**src/zoned_stroke_nearest_centroid_assert.svh**
```systemverilog
// assertion macros for the stroke classifier
`ifndef ZONED_STROKE_NEAREST_CENTROID_ASSERT_SVH
`define ZONED_STROKE_NEAREST_CENTROID_ASSERT_SVH

// same-cycle implication
`define ZSNC_ASSERT_NOW(lbl, ante, cons, msg) \
	lbl: assert property (@(posedge clk) disable iff (!arst_n) (ante) |-> (cons)) \
		else $error(msg);

// next-cycle implication
`define ZSNC_ASSERT_NEXT(lbl, ante, cons, msg) \
	lbl: assert property (@(posedge clk) disable iff (!arst_n) (ante) |=> (cons)) \
		else $error(msg);

`endif

```
**src/zsnc_pkg.sv**
```systemverilog
package zsnc_pkg;

	localparam int MAX_POINTS = 1024;
	localparam int NUM_CLASSES = 10;
	localparam int COORD_BITS = 12;
	localparam int COUNT_BITS = 16;

	localparam int ZONES = 9;
	localparam int PERCENT = 100;
	localparam int PT_AW = $clog2(MAX_POINTS);
	localparam int NPW = PT_AW + 1;
	localparam int FEAT_W = 7;
	localparam int CLS_W = 4;
	localparam int ZIDX_W = 4;
	localparam int CENT_DEPTH = NUM_CLASSES * ZONES;
	localparam int CA_W = $clog2(CENT_DEPTH);
	localparam int DIST_W = 17;
	localparam int ACC_W = 18;
	localparam int DIV_DW = COUNT_BITS + 1;
	localparam int DIV_NW = FEAT_W + COUNT_BITS + 1;
	localparam int DIV_CW = $clog2(DIV_NW);
	localparam int CUT_W = COORD_BITS + 2;
	localparam int DIV3_MUL = 43691;
	localparam int DIV3_SH = 17;

	typedef struct packed {
		logic [COORD_BITS-1:0] point_x;
		logic [COORD_BITS-1:0] point_y;
		logic                  last_point;
		logic                  func;
		logic [3:0]            label;
	} item_t;

	typedef struct packed {
		logic [3:0]        class_out;
		logic              was_training;
		logic [DIST_W-1:0] best_distance_sq;
	} res_t;

	typedef struct packed {
		logic accept;
		logic loop_clr;
		logic box_step;
		logic cell_calc;
		logic zone_step;
		logic sel_clr;
		logic div_pct_go;
		logic div_trn_go;
		logic feat_wr;
		logic mul_go;
		logic cent_wr;
		logic cls_sq;
		logic cls_acc;
	} cmd_t;

	typedef struct packed {
		logic loop_end;
		logic z_last;
		logic k_last;
		logic div_done;
		logic func;
		logic label_ok;
	} st_t;

endpackage

```
**src/zsnc_ctrl.sv**
```systemverilog
module zsnc_ctrl import zsnc_pkg::*; (
	input  logic clk,
	input  logic arst_n,
	input  logic start,
	input  logic last_point,
	input  st_t  st,
	output cmd_t cmd,
	output logic busy,
	output logic done
);

	localparam logic [3:0] S_IDLE  = 4'd0;
	localparam logic [3:0] S_BOX   = 4'd1;
	localparam logic [3:0] S_CELL  = 4'd2;
	localparam logic [3:0] S_ZONE  = 4'd3;
	localparam logic [3:0] S_PGO   = 4'd4;
	localparam logic [3:0] S_PWAIT = 4'd5;
	localparam logic [3:0] S_TRD   = 4'd6;
	localparam logic [3:0] S_TMUL  = 4'd7;
	localparam logic [3:0] S_TGO   = 4'd8;
	localparam logic [3:0] S_TWAIT = 4'd9;
	localparam logic [3:0] S_CRD   = 4'd10;
	localparam logic [3:0] S_CSQ   = 4'd11;
	localparam logic [3:0] S_CACC  = 4'd12;
	localparam logic [3:0] S_RES   = 4'd13;

	logic [3:0] state_q, state_d;

	always_comb begin
		state_d = state_q;
		cmd = '0;
		case (state_q)
			S_IDLE: begin
				cmd.loop_clr = 1'b1;
				if (start) begin
					cmd.accept = 1'b1;
					if (last_point) state_d = S_BOX;
				end
			end
			S_BOX: begin
				cmd.box_step = 1'b1;
				if (st.loop_end) state_d = S_CELL;
			end
			S_CELL: begin
				cmd.cell_calc = 1'b1;
				cmd.loop_clr = 1'b1;
				cmd.sel_clr = 1'b1;
				state_d = S_ZONE;
			end
			S_ZONE: begin
				cmd.zone_step = 1'b1;
				if (st.loop_end) state_d = S_PGO;
			end
			S_PGO: begin
				cmd.div_pct_go = 1'b1;
				state_d = S_PWAIT;
			end
			S_PWAIT: begin
				if (st.div_done) begin
					cmd.feat_wr = 1'b1;
					if (st.z_last) begin
						cmd.sel_clr = 1'b1;
						if (!st.func) state_d = S_CRD;
						else if (st.label_ok) state_d = S_TRD;
						else state_d = S_IDLE;
					end else begin
						state_d = S_PGO;
					end
				end
			end
			S_TRD: state_d = S_TMUL;
			S_TMUL: begin
				cmd.mul_go = 1'b1;
				state_d = S_TGO;
			end
			S_TGO: begin
				cmd.div_trn_go = 1'b1;
				state_d = S_TWAIT;
			end
			S_TWAIT: begin
				if (st.div_done) begin
					cmd.cent_wr = 1'b1;
					state_d = st.z_last ? S_RES : S_TRD;
				end
			end
			S_CRD: state_d = S_CSQ;
			S_CSQ: begin
				cmd.cls_sq = 1'b1;
				state_d = S_CACC;
			end
			S_CACC: begin
				cmd.cls_acc = 1'b1;
				state_d = (st.z_last && st.k_last) ? S_RES : S_CRD;
			end
			S_RES: state_d = S_IDLE;
			default: state_d = S_IDLE;
		endcase
	end

	always_ff @(posedge clk or negedge arst_n) begin
		if (!arst_n) begin
			state_q <= S_IDLE;
		end else begin
			state_q <= state_d;
		end
	end

	assign busy = state_q != S_IDLE;
	assign done = state_q == S_RES;

endmodule

```
**config.mk**
```make
export PLATFORM = sky130hd
export DESIGN_NAME = zsnc_ctrl
export DESIGN_NICKNAME = d
export VERILOG_FILES = /design/src/zoned_stroke_nearest_centroid_assert.svh /design/src/zsnc_pkg.sv /design/src/zsnc_ctrl.sv
export SDC_FILE = /design/constraint.sdc
export NUM_CORES = 1
export LEC_CHECK = 0
export ABC_AREA = 1
export BUFFER_PORTS_ARGS = -buffer_cell sky130_fd_sc_hd__buf_2
export CORE_AREA = 2 2 39 41
export CTS_CLUSTER_DIAMETER = 50
export DETAILED_ROUTE_END_ITERATION = 10
export DIE_AREA = 0 0 41 43
export PLACE_DENSITY = 0.78
export SYNTH_ARGS = -nofsm -noshare
export SYNTH_HDL_FRONTEND = slang
export SYNTH_SLANG_ARGS = --single-unit
```
**constraint.sdc**
```tcl
create_clock -name clk -period 2.05 [get_ports clk]
set_input_delay 0.1025 -clock clk [delete_from_list [all_inputs] [get_ports clk]]
set_output_delay 0.1025 -clock clk [all_outputs]
set_load 0.1 [all_outputs]
```
==> flow_metrics.env <==
export IMPL_start_util_pct=34.6
export IMPL_grt_max_degree=10
export IMPL_synth_area_leader_cell="nand2_1"
export IMPL_reg2regPathDepth=7
export IMPL_yosys_area_share_xor_xnor_pct=0
export IMPL_final_util_pct=49.0
export IMPL_firstDrtPassIters=4
export IMPL_ys_seq_elements=4
export IMPL_clock_latency_ns=0.24
export IMPL_synth_top_area_share_pct=28.2
export IMPL_muxShareOfSynthArea_pct=0
export IMPL_io_buffers=24
export IMPL_period_needed_ns=1.86
export IMPL_insertedDiodeCount=0
export IMPL_ys_types=14
export IMPL_fin_nets=133
export IMPL_postRouteAntennaNets=0
export IMPL_grt_total_usage_pct=16.1
export IMPL_min_to="state_q[1]$_DFFE_PN0P_"
export IMPL_synth_compound_area_share_pct=8.62
export IMPL_area_delta_synth_final_pct=41.5
export IMPL_io_pins=25
export IMPL_viasPerCell=5.01
export IMPL_yosys_top_cells_count="nand2_1 (36), nor2_1 (19), inv_1 (13)"
export IMPL_reg_largest_list="state_q x4"
export IMPL_synth_top_family_by_area="simple AND/OR/NAND/NOR gates"
export IMPL_syn_nets=104
export IMPL_worstPathRequired_ns=1.95
export IMPL_antenna_found_initial=0
export IMPL_whs_ns=0.118
export IMPL_netlist_area_sq_um=479
export IMPL_fin_skew_ns=0.00835
export IMPL_cp_max_fo=9
export IMPL_maxCapViolations=0
export IMPL_yosysMostFrequentCell="nand2_1"
export IMPL_ys_seq_area_share_pct=20.9
export IMPL_tightest_slew_ns=0.487
export IMPL_arrival_ns=1.75
export IMPL_dp_hpwl_microns=1140
export IMPL_n_fill_cell=149
export IMPL_maxSlewHeadroom_pct=67.8
export IMPL_post_cts_resized=0
export IMPL_setup_ws_ns=0.194
export IMPL_drt_iter0_markers=26
export IMPL_hold_path_class="input port to register"
export IMPL_cts_buffers=3
export IMPL_status="completed"
export IMPL_crit_type="register to primary output"
export IMPL_synthAdderAreaFrac_pct=0
export IMPL_setup_violations=0
export IMPL_hold_viol=0
export IMPL_worstReg2RegStart="state_q[0]$_DFFE_PN0P_"
export IMPL_core_area_sq_mm=0.00138
export IMPL_layout_drive_gt1_share_pct=33.9
export IMPL_first_global_vias=556
export IMPL_gp_congestion=0.879
export IMPL_dieArea_sq_mm=0.00176
export IMPL_endpoint_kind="primary output"
export IMPL_min_from="st[5]"
export IMPL_synth_ff_type="dfrtp_1"
export IMPL_drc=0
export IMPL_clock_sinks=4
export IMPL_yosys_warnings=0
export IMPL_wirelength_microns=1360
export IMPL_largest_reg_flops=4
export IMPL_holdPathStages=4
export IMPL_via_count=687
export IMPL_worstReg2RegEnd="state_q[3]$_DFFE_PN0P_"
export IMPL_period_share_pct=90.6
export IMPL_netlist_top_cells_area="nand2_1 (28%), dfrtp_1 (21%), nor2_1 (15%), inv_1 (10%), nand3_1 (9.4%)"
export IMPL_synth_simple_area_share_pct=58.0
export IMPL_worst_r2r_setup_slack_ns=0.63
export IMPL_place_ws_ns=0.458
export IMPL_grt_pass1_wl_microns=2010
export IMPL_htree_levels=1
export IMPL_grt_overflow_total=0
export IMPL_root_buffer="clkbuf_4"
export IMPL_synth_enable_flop_cells=0
export IMPL_top_register="state_q"
export IMPL_die_w_microns=41
export IMPL_syn_inst=94
export IMPL_maxSlewViolCount=0
export IMPL_dieHeight_microns=43
export IMPL_clkSlewWorstSetupHoldPaths_ns=0.04
export IMPL_syn_avg_cell_area_sq_um=5.10
export IMPL_post_drt_wl_per_cell_microns=9.95
export IMPL_rsz0062_at_grt="no"
export IMPL_ys_async_sr_fraction_pct=100
export IMPL_cts_tree="yes"
export IMPL_fp_row_count=14
export IMPL_critPathLaunchType="register"
export IMPL_placed_area_sq_um=646
export IMPL_cts_buffer_depth=2
export IMPL_design_area_sq_um=678
export IMPL_fmax_mhz=539
## per-layer routing
| layer | share of wire [%] | up-vias | wire length, microns | track usage (%) |
|---|---|---|---|---|
| li1 | - | 348 | - | - |
| met1 | 40 | 303 | 548 | 18.6 |
| met2 | 50 | 33 | 678 | 29.4 |
| met3 | 8.6 | 3 | 117 | 0 |
| met4 | 1.4 | 0 | 19 | 6.00 |
| met5 | 0 | - | 0 | 0 |
## cell type report
cell class                      count  area (sq um)  share of cell area (%)
Multi-Input combinational cell     75           353                    52.0
Timing Repair Buffer               25           130                    19.2
Sequential cell                     4           100                    14.8
Inverter                           14          52.6                    7.75
Clock buffer                        3          22.5                    3.32
Tap cell                           16          20.0                    2.95
## cells in the final DEF, fill, tap and decap left out, types with 2 or more instances in the layout
| cell | netlist | routed |
|---|---|---|
| clkbuf_4 | 0 | 3 |
| inv_1 | 13 | 13 |
| buf_2 | 0 | 24 |
| nand3_1 | 9 | 9 |
| a21oi_1 | 3 | 3 |
| nand4_1 | 2 | 2 |
| dfrtp_1 | 4 | 4 |
| nor2_1 | 19 | 10 |
| nor2_2 | 1 | 9 |
| nand2_1 | 36 | 35 |
## what timing repair did
item                                   in CTS  in global routing
setup buffers                               0                  0
endpoints found under the hold margin       4                  0
hold buffers                                1                  0
## per-stage QoR
stage,setup TNS (ns),instances
floorplan,-0.130,94
global placement,0,133
detailed placement,0,133
CTS,0,137
global route,0,137
finish,0,137
## how the worst max path moves through the flow
stage / startpoint / to / slack, ns / cells after the start
global route: state_q[2]$_DFFE_PN0P_ / cmd[7] / 0.1 / 4
floorplan: state_q[3]$_DFFE_PN0P_ / cmd[7] / -0.13 / 5
detailed placement: state_q[2]$_DFFE_PN0P_ / cmd[7] / 0.46 / 4
global placement: state_q[2]$_DFFE_PN0P_ / cmd[7] / 0.48 / 4
finish: state_q[0]$_DFFE_PN0P_ / cmd[2] / 0.19 / 5
CTS: state_q[2]$_DFFE_PN0P_ / cmd[7] / 0.21 / 4
## logic make-up (layout without fill, tap and decap cells)
family / after synthesis / count (layout)
simple gates: 68 / 68
flops: 4 / 4
compound gates: 7 / 7
buf+inv: 15 / 42
## worst max-delay path: stages, from the launching register on
cell     delay (ns)
dfrtp_1        0.51
inv_2          0.10
nor2_1         0.26
nand2_1        0.13
nor2_2         0.09
buf_2          0.42
Power is not shown: default switching activity piles up to over one toggle a cycle in this logic, so the estimate is an artifact.
